## config.mk

```make
export PLATFORM = sky130hd
export DESIGN_NAME = activity_selection_by_finish_top
export DESIGN_NICKNAME = d
export VERILOG_FILES = /design/src/rtl/asf_pkg.sv /design/src/rtl/asf_ctrl.sv /design/src/rtl/asf_datapath.sv /design/src/rtl/activity_selection_by_finish_top.sv
export SDC_FILE = /design/constraint.sdc
export NUM_CORES = 2
export LEC_CHECK = 0
export BUFFER_PORTS_ARGS = -buffer_cell sky130_fd_sc_hd__buf_2
export CORE_AREA = 2 2 417 419
export DETAILED_ROUTE_END_ITERATION = 10
export DIE_AREA = 0 0 419 421
export SETUP_SLACK_MARGIN = 0.3
export SLEW_MARGIN = 20
export SYNTH_ARGS = -nofsm -noshare
export SYNTH_HDL_FRONTEND = slang
export SYNTH_SLANG_ARGS = --single-unit
```

## constraint.sdc

```tcl
create_clock -name clk -period 12.1 [get_ports clk]
set_clock_uncertainty 0.1 [all_clocks]
set_input_delay 1.815 -clock clk [delete_from_list [all_inputs] [get_ports clk]]
set_output_delay 1.815 -clock clk [all_outputs]
set_load 0.03 [all_outputs]
```

## src/rtl/asf_pkg.sv

```systemverilog
`timescale 1ns / 1ps
`default_nettype none

package asf_pkg;

	// Store geometry
	localparam int MAX_ACT   = 32;
	localparam int IDX_W     = $clog2(MAX_ACT);
	localparam int CNT_W     = $clog2(MAX_ACT + 1);
	localparam int TIME_W    = 16;
	localparam int SELCNT_W  = 6;

	// Result error codes
	typedef enum logic [1:0] {
		ERR_NONE  = 2'd0,
		ERR_ORDER = 2'd1,
		ERR_FULL  = 2'd2
	} err_t;

	// Controller states
	typedef enum logic [2:0] {
		ST_IDLE,
		ST_DECIDE,
		ST_ERR,
		ST_SCAN,
		ST_EMIT
	} state_t;

	// Commands from controller to datapath
	typedef struct packed {
		logic load;
		logic scan_init;
		logic scan_step;
		logic emit_init;
		logic emit_step;
		logic err_emit;
		logic clear;
	} ctl_cmd_t;

	// Status from datapath to controller
	typedef struct packed {
		logic run_bad;
		logic scan_done;
		logic emit_done;
	} dp_stat_t;

endpackage

`default_nettype wire

```

## src/rtl/asf_ctrl.sv

```systemverilog
`timescale 1ns / 1ps
`default_nettype none

module asf_ctrl import asf_pkg::*; (
	input  wire logic     clk,
	input  wire logic     arst_n,
	input  wire logic     start,
	input  wire logic     last,
	input  wire dp_stat_t stat,
	output ctl_cmd_t      cmd,
	output logic          busy
);

	state_t state_q;
	state_t state_d;

	// Hold the current state
	always_ff @(posedge clk or negedge arst_n) begin
		if (!arst_n) begin
			state_q <= ST_IDLE;
		end else begin
			state_q <= state_d;
		end
	end

	// Next state
	always_comb begin
		state_d = state_q;
		unique case (state_q)
			ST_IDLE: begin
				if (start && last) state_d = ST_DECIDE;
			end
			ST_DECIDE: begin
				state_d = stat.run_bad ? ST_ERR : ST_SCAN;
			end
			ST_ERR: begin
				state_d = ST_IDLE;
			end
			ST_SCAN: begin
				if (stat.scan_done) state_d = ST_EMIT;
			end
			ST_EMIT: begin
				if (stat.emit_done) state_d = ST_IDLE;
			end
			default: state_d = ST_IDLE;
		endcase
	end

	// Datapath commands
	always_comb begin
		cmd  = '0;
		busy = 1'b1;
		unique case (state_q)
			ST_IDLE: begin
				busy     = 1'b0;
				cmd.load = start;
			end
			ST_DECIDE: begin
				cmd.scan_init = 1'b1;
			end
			ST_ERR: begin
				cmd.err_emit = 1'b1;
				cmd.clear    = 1'b1;
			end
			ST_SCAN: begin
				cmd.scan_step = 1'b1;
				cmd.emit_init = stat.scan_done;
			end
			ST_EMIT: begin
				cmd.emit_step = 1'b1;
				cmd.clear     = stat.emit_done;
			end
			default: begin
				busy = 1'b1;
			end
		endcase
	end

endmodule

`default_nettype wire

```

## src/rtl/asf_datapath.sv

```systemverilog
`timescale 1ns / 1ps
`default_nettype none

module asf_datapath import asf_pkg::*; (
	input  wire logic              clk,
	input  wire logic              arst_n,
	input  wire ctl_cmd_t          cmd,
	input  wire logic [TIME_W-1:0] act_start,
	input  wire logic [TIME_W-1:0] act_finish,
	output dp_stat_t               stat,
	output logic                   out_strobe,
	output logic [TIME_W-1:0]      out_start,
	output logic [TIME_W-1:0]      out_finish,
	output logic [SELCNT_W-1:0]    selected_count,
	output logic                   out_last,
	output logic [1:0]             error_code
);

	// Sorted cell chain, ascending by finish
	logic [TIME_W-1:0] start_q  [MAX_ACT];
	logic [TIME_W-1:0] finish_q [MAX_ACT];
	logic [CNT_W-1:0]  count_q;
	err_t              err_q;

	// Selection walk
	logic [IDX_W-1:0]   idx_q;
	logic [TIME_W-1:0]  lastfin_q;
	logic [MAX_ACT-1:0] mark_q;
	logic [CNT_W-1:0]   nsel_q;
	logic [CNT_W-1:0]   emitted_q;

	// Output register
	logic                strobe_q;
	logic [TIME_W-1:0]   ostart_q;
	logic [TIME_W-1:0]   ofinish_q;
	logic [CNT_W-1:0]    ocount_q;
	logic                olast_q;
	err_t                oerr_q;

	logic               act_ok;
	logic               full;
	logic               do_insert;
	logic [MAX_ACT-1:0] occ;
	logic [MAX_ACT-1:0] gt;
	logic [TIME_W-1:0]  rd_start;
	logic [TIME_W-1:0]  rd_finish;
	logic               take;
	logic               emit_hit;

	assign act_ok    = act_start < act_finish;
	assign full      = count_q == CNT_W'(MAX_ACT);
	assign do_insert = cmd.load && act_ok && !full;

	// Compare the new finish against every held cell
	always_comb begin
		for (int i = 0; i < MAX_ACT; i++) begin
			occ[i] = CNT_W'(i) < count_q;
			gt[i]  = occ[i] && (finish_q[i] > act_finish);
		end
	end

	// Shift cells up past the insertion point and drop the new activity in
	always_ff @(posedge clk) begin
		if (do_insert) begin
			for (int i = 0; i < MAX_ACT; i++) begin
				if (i > 0 && gt[(i > 0) ? i - 1 : 0]) begin
					start_q[i]  <= start_q[(i > 0) ? i - 1 : 0];
					finish_q[i] <= finish_q[(i > 0) ? i - 1 : 0];
				end else if (gt[i] || CNT_W'(i) == count_q) begin
					start_q[i]  <= act_start;
					finish_q[i] <= act_finish;
				end
			end
		end
	end

	// Track fill level and the first error of the run
	always_ff @(posedge clk or negedge arst_n) begin
		if (!arst_n) begin
			count_q <= '0;
			err_q   <= ERR_NONE;
		end else if (cmd.clear) begin
			count_q <= '0;
			err_q   <= ERR_NONE;
		end else if (cmd.load) begin
			if (!act_ok) begin
				if (err_q == ERR_NONE) err_q <= ERR_ORDER;
			end else if (full) begin
				if (err_q == ERR_NONE) err_q <= ERR_FULL;
			end else begin
				count_q <= count_q + CNT_W'(1);
			end
		end
	end

	// Read the cell under the walk pointer
	assign rd_start  = start_q[idx_q];
	assign rd_finish = finish_q[idx_q];
	assign take      = (idx_q == '0) || (rd_start >= lastfin_q);
	assign emit_hit  = mark_q[idx_q];

	// Report run and walk status
	always_comb begin
		stat.run_bad   = (err_q != ERR_NONE) || (count_q == '0);
		stat.scan_done = (CNT_W'(idx_q) + CNT_W'(1)) == count_q;
		stat.emit_done = emit_hit && ((emitted_q + CNT_W'(1)) == nsel_q);
	end

	// Advance the greedy scan, then the emit walk
	always_ff @(posedge clk or negedge arst_n) begin
		if (!arst_n) begin
			idx_q     <= '0;
			nsel_q    <= '0;
			emitted_q <= '0;
		end else if (cmd.scan_init) begin
			idx_q  <= '0;
			nsel_q <= '0;
		end else if (cmd.scan_step) begin
			if (take) nsel_q <= nsel_q + CNT_W'(1);
			if (cmd.emit_init) begin
				idx_q     <= '0;
				emitted_q <= '0;
			end else begin
				idx_q <= idx_q + IDX_W'(1);
			end
		end else if (cmd.emit_step) begin
			idx_q <= idx_q + IDX_W'(1);
			if (emit_hit) emitted_q <= emitted_q + CNT_W'(1);
		end
	end

	// Mark kept cells and hold the finish of the latest one
	always_ff @(posedge clk) begin
		if (cmd.scan_step) begin
			mark_q[idx_q] <= take;
			if (take) lastfin_q <= rd_finish;
		end
	end

	// Load the result register
	always_ff @(posedge clk or negedge arst_n) begin
		if (!arst_n) begin
			strobe_q <= 1'b0;
		end else begin
			strobe_q <= cmd.err_emit || (cmd.emit_step && emit_hit);
		end
	end

	always_ff @(posedge clk) begin
		if (cmd.err_emit) begin
			ostart_q  <= '0;
			ofinish_q <= '0;
			ocount_q  <= '0;
			olast_q   <= 1'b1;
			oerr_q    <= err_q;
		end else if (cmd.emit_step && emit_hit) begin
			ostart_q  <= rd_start;
			ofinish_q <= rd_finish;
			ocount_q  <= nsel_q;
			olast_q   <= stat.emit_done;
			oerr_q    <= ERR_NONE;
		end
	end

	assign out_strobe     = strobe_q;
	assign out_start      = ostart_q;
	assign out_finish     = ofinish_q;
	assign selected_count = SELCNT_W'(ocount_q);
	assign out_last       = olast_q;
	assign error_code     = oerr_q;

endmodule

`default_nettype wire

```

## src/rtl/activity_selection_by_finish_top.sv

```systemverilog
// Greedy activity selection by earliest finish time.
// Input: an activity (act_start, act_finish, last) is transferred at a
// rising edge where start is high and busy is low. Items that are not last
// go in back to back: a chain of 32 cells inserts each in finish order
// in the cycle it is transferred, so busy stays low between them.
// On the last item busy rises; the block passes a decide state, then marks
// kept activities in a greedy scan of the held cells through one cell read
// port, then walks the cells again, putting out one kept activity per marked
// cell. Each result is on the output ports for one cycle with out_strobe
// high; out_last marks the final one and selected_count carries the run's
// total on every result.
// An invalid activity (start not below finish) or a transfer into a full
// store makes the run end in one error result instead, put out from the
// error state. The receiver cannot stall: results must be taken as shown.
// Reset empties the store and clears any pending error; no clearing pass.
`timescale 1ns / 1ps
`default_nettype none

module activity_selection_by_finish_top import asf_pkg::*; (
	input  wire logic              clk,
	input  wire logic              arst_n,
	input  wire logic              start,
	output logic                   busy,
	input  wire logic [TIME_W-1:0] act_start,
	input  wire logic [TIME_W-1:0] act_finish,
	input  wire logic              last,
	output logic                   out_strobe,
	output logic [TIME_W-1:0]      out_start,
	output logic [TIME_W-1:0]      out_finish,
	output logic [SELCNT_W-1:0]    selected_count,
	output logic                   out_last,
	output logic [1:0]             error_code
);

	ctl_cmd_t cmd;
	dp_stat_t stat;

	// Sequence the run
	asf_ctrl u_ctrl (
		.clk    (clk),
		.arst_n (arst_n),
		.start  (start),
		.last   (last),
		.stat   (stat),
		.cmd    (cmd),
		.busy   (busy)
	);

	// Hold, sort and select activities
	asf_datapath u_datapath (
		.clk            (clk),
		.arst_n         (arst_n),
		.cmd            (cmd),
		.act_start      (act_start),
		.act_finish     (act_finish),
		.stat           (stat),
		.out_strobe     (out_strobe),
		.out_start      (out_start),
		.out_finish     (out_finish),
		.selected_count (selected_count),
		.out_last       (out_last),
		.error_code     (error_code)
	);

endmodule

`default_nettype wire
```

==> summary by stage <==
Run status
The run finished with clean final reports.

Global routing
The initial antenna violation count is 15. The most used routing layer is met2. In the global route stage, met2 resource usage came out at roughly two fifths. The via count of the first global-routing pass is 44,900. The met1 track utilization from global routing is between 30% and 40%. The met3 routing resource usage after global routing is under 10%. The total overflow left after global routing is 0.

The aggregate global-route resource usage is 24.1%. Entering global routing, the biggest net connects 70 pins. The first-pass GRT wire length is approximately 310 mm.

Layout
The layout net count is between 5,000 and 6,000. Of the cells placed in the final design, the portion with a size suffix greater than 1 is roughly a third. The most common cell after layout, fill and taps aside is sky130_fd_sc_hd__edfxtp_1. The layout has ~15,000 filler cells. Compared with the post-synthesis result, the final layout area differs by 11.2%.

The multi-input gate area in the final layout is 33,400 um^2. In the layout the commonest cells are sky130_fd_sc_hd__edfxtp_1, sky130_fd_sc_hd__mux2_2, sky130_fd_sc_hd__ha_1, sky130_fd_sc_hd__mux4_2, sky130_fd_sc_hd__a21oi_1. The footprint of the flip-flops and latches is around 34,000 um^2.

STA
The final hold violation count is 0. Setup violations remaining at the end of the flow were counted as 0. The worst slew margin relative to its limit is a little over a quarter. The worst path uses a little over half of the clock period. After layout, the minimum clock period comes to roughly 6.6 ns. Static timing analysis puts the maximum clock frequency at about 150 MHz. Setup repair after global routing left no endpoint under its margin. Summed over all failing endpoints, the final setup total negative slack is 0 ns. The number of pins with negative max-slew slack in the final report is 0. The slew at the pin closest to its max-slew limit is about 1.1 ns.

Worst setup path
The worst setup path is of the in2reg kind. Walking the worst path, the cells encountered are buf_2 -> clkinv_1 -> buf_4 -> ha_1 -> nand4_1 -> a31oi_1 -> nor4b_4 -> nand2_4 -> buf_4 -> nor3_4 -> buf_4 -> mux2_2. The endpoint identified for the worst register-to-register timing path is u_datapath.nsel_q[5]. STA classifies the critical path endpoint as a flop. Data on the critical path arrives at its endpoint at roughly 7.1 ns. The category of the worst setup path launch point is a primary input.

Of all nets on the critical path, the largest fanout is 33. The most numerous cell on the critical path is sky130_fd_sc_hd__buf_4. The maximum cell stage delay along the critical path is 0.62 ns. Counting both buffers and inverters, the worst setup path holds a total of 5. The master of the slowest instance on the critical path is sky130_fd_sc_hd__nor4b_4. The worst-case reg-to-reg path depth is 12. The worst register-to-register path begins at u_datapath.idx_q[0]. For flop-to-flop paths, the worst setup slack is a little over 6 ns.

Data on the critical path is required at its endpoint by approximately 13 ns. The gate family responsible for the most delay along the worst path is buffers and inverters.

Logic synthesis
During synthesis, Yosys emitted a total of 0 warnings. By area the synthesized netlist is led by sky130_fd_sc_hd__edfxtp_1, sky130_fd_sc_hd__mux2_2, sky130_fd_sc_hd__ha_1, sky130_fd_sc_hd__mux4_2, sky130_fd_sc_hd__mux2_1. The synthesized design contains 1,142 register bits. In the synthesized netlist the async set-or-reset flop fraction comes to about 2.5%. After synthesis, the netlist uses around 80 different library cells. The sequential share of the synthesized area is between 40% and 50%.

In this run the mean area of a mapped cell was between 10 and 15 um^2. The post-synthesis instance area is 68,400 um^2. The proportion of netlist area held by the largest area contributor is 47.1%. Synthesis produced slightly below 5,000 cells. The most used flip-flop cell after synthesis is sky130_fd_sc_hd__edfxtp_1. The synthesized design contains 1,074 enable-type register cells. The synthesized netlist net count is roughly 5,400.

The dominant cell type by area after synthesis is sky130_fd_sc_hd__edfxtp_1.

Placement
The post-detailed-placement half-perimeter wirelength is between 150 and 200 mm. The number of port buffers is 78. The congestion estimate from routability-driven global placement came to 0.960.

Die
Measured along the x axis, the die boundary spans ~420 um. The area of the die is roughly 180,000 um^2. The number of top-level pins is 79. The die height is ~420 um. The initial core utilization is ~40%. The floorplan step defined a core boundary enclosing ~170,000 um^2. Row generation in the floorplan step produced ~150 rows.

Hold path
The path class of the lowest-slack min-delay path is reg2reg. In this run the most critical hold path is launched from u_datapath.selected_count[4]. The worst-case hold path end point is u_datapath.selected_count[4]. The worst hold path was traced through 2 stages.

CTS
The longest clock path from root to sink contains 3 buffers. The latest clock arrival within the worst-skew pair is 0.78 ns. Post-CTS repair changed the size of 0 cells. The CTS buffer count is approximately 130. Buffers added to address setup during post-CTS repair amount to 0. The clock transition at the registers of the reported paths is 0.06 ns. Clock tree synthesis found a total of approximately 1,100 sinks. The H-tree generated during clock tree synthesis spans 4 levels. In this run, post-CTS hold repair placed 0 buffers. TritonCTS built the clock tree.

CTS placed an instance of sky130_fd_sc_hd__clkbuf_16 at the clock tree root.

Routing
The first-pass detailed-route iteration total is 5. Detailed routing inserted a total of between 40,000 and 50,000 vias. After detailed routing, the number of remaining DRC violations is 0. The vias per cell is 6.21. The detail-routed net length per standard cell is about 30 um. The count of nets left with antenna violations once routing finished came out at 0.

The routed design has roughly 210 mm of wire. The first routing iteration left 4,594 violations.

Power
Power spread over the standard cell area amounts to about 150 nW/um^2. The maximum resistive drop on vdd is ~0.00014 V. Power comes to between 10 and 15 mW. For this design the static power due to leakage is 26.4 nW.

Job
The number of maximum-capacitance violations is 0.
## synthesized netlist by cell type (13+ instances only)
cell,instances
sky130_fd_sc_hd__and3_1,17
sky130_fd_sc_hd__nand4_1,124
sky130_fd_sc_hd__a21oi_1,176
sky130_fd_sc_hd__nand2_1,140
sky130_fd_sc_hd__nor3_1,28
sky130_fd_sc_hd__mux2i_1,36
sky130_fd_sc_hd__a31oi_1,29
sky130_fd_sc_hd__ha_1,552
sky130_fd_sc_hd__clkbuf_1,180
sky130_fd_sc_hd__nor2b_1,36
sky130_fd_sc_hd__nor2_1,139
sky130_fd_sc_hd__o21a_1,23
sky130_fd_sc_hd__mux2_1,108
sky130_fd_sc_hd__dfrtp_1,29
sky130_fd_sc_hd__inv_1,113
sky130_fd_sc_hd__edfxtp_1,1074
sky130_fd_sc_hd__nand3_1,67
sky130_fd_sc_hd__mux4_2,264
sky130_fd_sc_hd__a221oi_1,16
sky130_fd_sc_hd__a22oi_1,136
sky130_fd_sc_hd__a211o_1,13
sky130_fd_sc_hd__mux2_2,885
sky130_fd_sc_hd__o21ai_0,103
sky130_fd_sc_hd__buf_2,97
sky130_fd_sc_hd__nand2b_1,18
sky130_fd_sc_hd__a221o_1,13
sky130_fd_sc_hd__buf_1,32
sky130_fd_sc_hd__a211oi_1,48
sky130_fd_sc_hd__dfxtp_1,39
sky130_fd_sc_hd__a21o_1,50
sky130_fd_sc_hd__xor2_1,13
sky130_fd_sc_hd__o211ai_1,19
## how the worst max path moves through the flow
stage	from	slack, ns	to	cells past startpoint
after floorplan	act_finish[15]	5.24	u_datapath.finish_q[3][0]	12
after detailed placement	act_finish[5]	4.75	u_datapath.start_q[8][13]	12
after CTS	act_finish[5]	5.60	u_datapath.start_q[8][13]	12
final	act_finish[5]	5.47	u_datapath.start_q[8][13]	12
after global routing	act_finish[5]	5.22	u_datapath.start_q[8][12]	12
after global placement	act_finish[5]	4.96	u_datapath.start_q[8][5]	12
## per-layer routing
| metal | wire (um) | share of wire [%] | vias up |
|---|---|---|---|
| li1 | - | - | 19500 |
| met1 | 88200 | 41 | 23500 |
| met2 | 102000 | 48 | 1814 |
| met3 | 14900 | 6.9 | 358 |
| met4 | 8990 | 4.2 | 2 |
| met5 | 17 | 0.0079 | - |
## registers in the layout, summed over array words and instances, names as in the netlist, 6 cells and up
signal,cells
u_datapath.selected_count,6
u_datapath.start_q,512
u_datapath.emitted_q,6
u_datapath.count_q,6
u_datapath.mark_q,32
u_datapath.lastfin_q,16
u_datapath.nsel_q,6
u_datapath.out_start,16
u_datapath.out_finish,16
u_datapath.finish_q,512
## per-stage QoR
stage | instance area [um^2] | util [%] | cells | hold slack (ns) | setup slack [ns]
floorplan | 68400 | - | 4820 | 0.375 | 5.24
finish | 76100 | 44.1 | 7270 | 0.351 | 5.47
CTS | 76100 | 44.1 | 7266 | 0.354 | 5.60
global placement | 71800 | 41.6 | 7030 | 0.334 | 4.96
detailed placement | 71800 | 41.6 | 7030 | 0.347 | 4.75
global route | 76100 | 44.1 | 7269 | 0.368 | 5.22
## final cells by class
cell class,count,share of cell area (%)
flip-flops and latches,1142,44.4
clock inverters,73,0.879
clock buffers,163,4.73
inverters,113,0.557
well taps,2325,3.82
multi-input cells,3246,43.9
repair buffers,204,1.77
diodes,4,0.0132
## kinds of logic (layout without fill, tap and decap cells)
logic type | count (synthesis) | after routing | synth area share [%]
multiplexers | 1293 | 1293 | 25.6
other | 0 | 4 | 0
flip-flops | 1142 | 1142 | 49.3
AND/OR/NAND/NOR | 659 | 659 | 5.04
adder cells (fa/ha/maj) | 552 | 552 | 10.1
XOR/XNOR | 23 | 23 | 0.294
AO/OA/AOI/OAI | 719 | 719 | 7.08
buffers and inverters | 432 | 553 | 2.61
## power breakdown
part           switching (mW)  internal, mW
sequential              0.133          4.49
clock                    1.70          2.33
combinational            1.83          1.03
## worst register-to-register path: cells and delay by family, from the launching register on
kind	cells	cell delay, ns
flip-flops	1	0.75
buffers and inverters	2	1.50
AO/OA/AOI/OAI	5	1.49
multiplexers	2	0.85
AND/OR/NAND/NOR	2	0.74
adder cells (fa/ha/maj)	1	0.48
No activity file was read; power rests on OpenSTA's default activity.
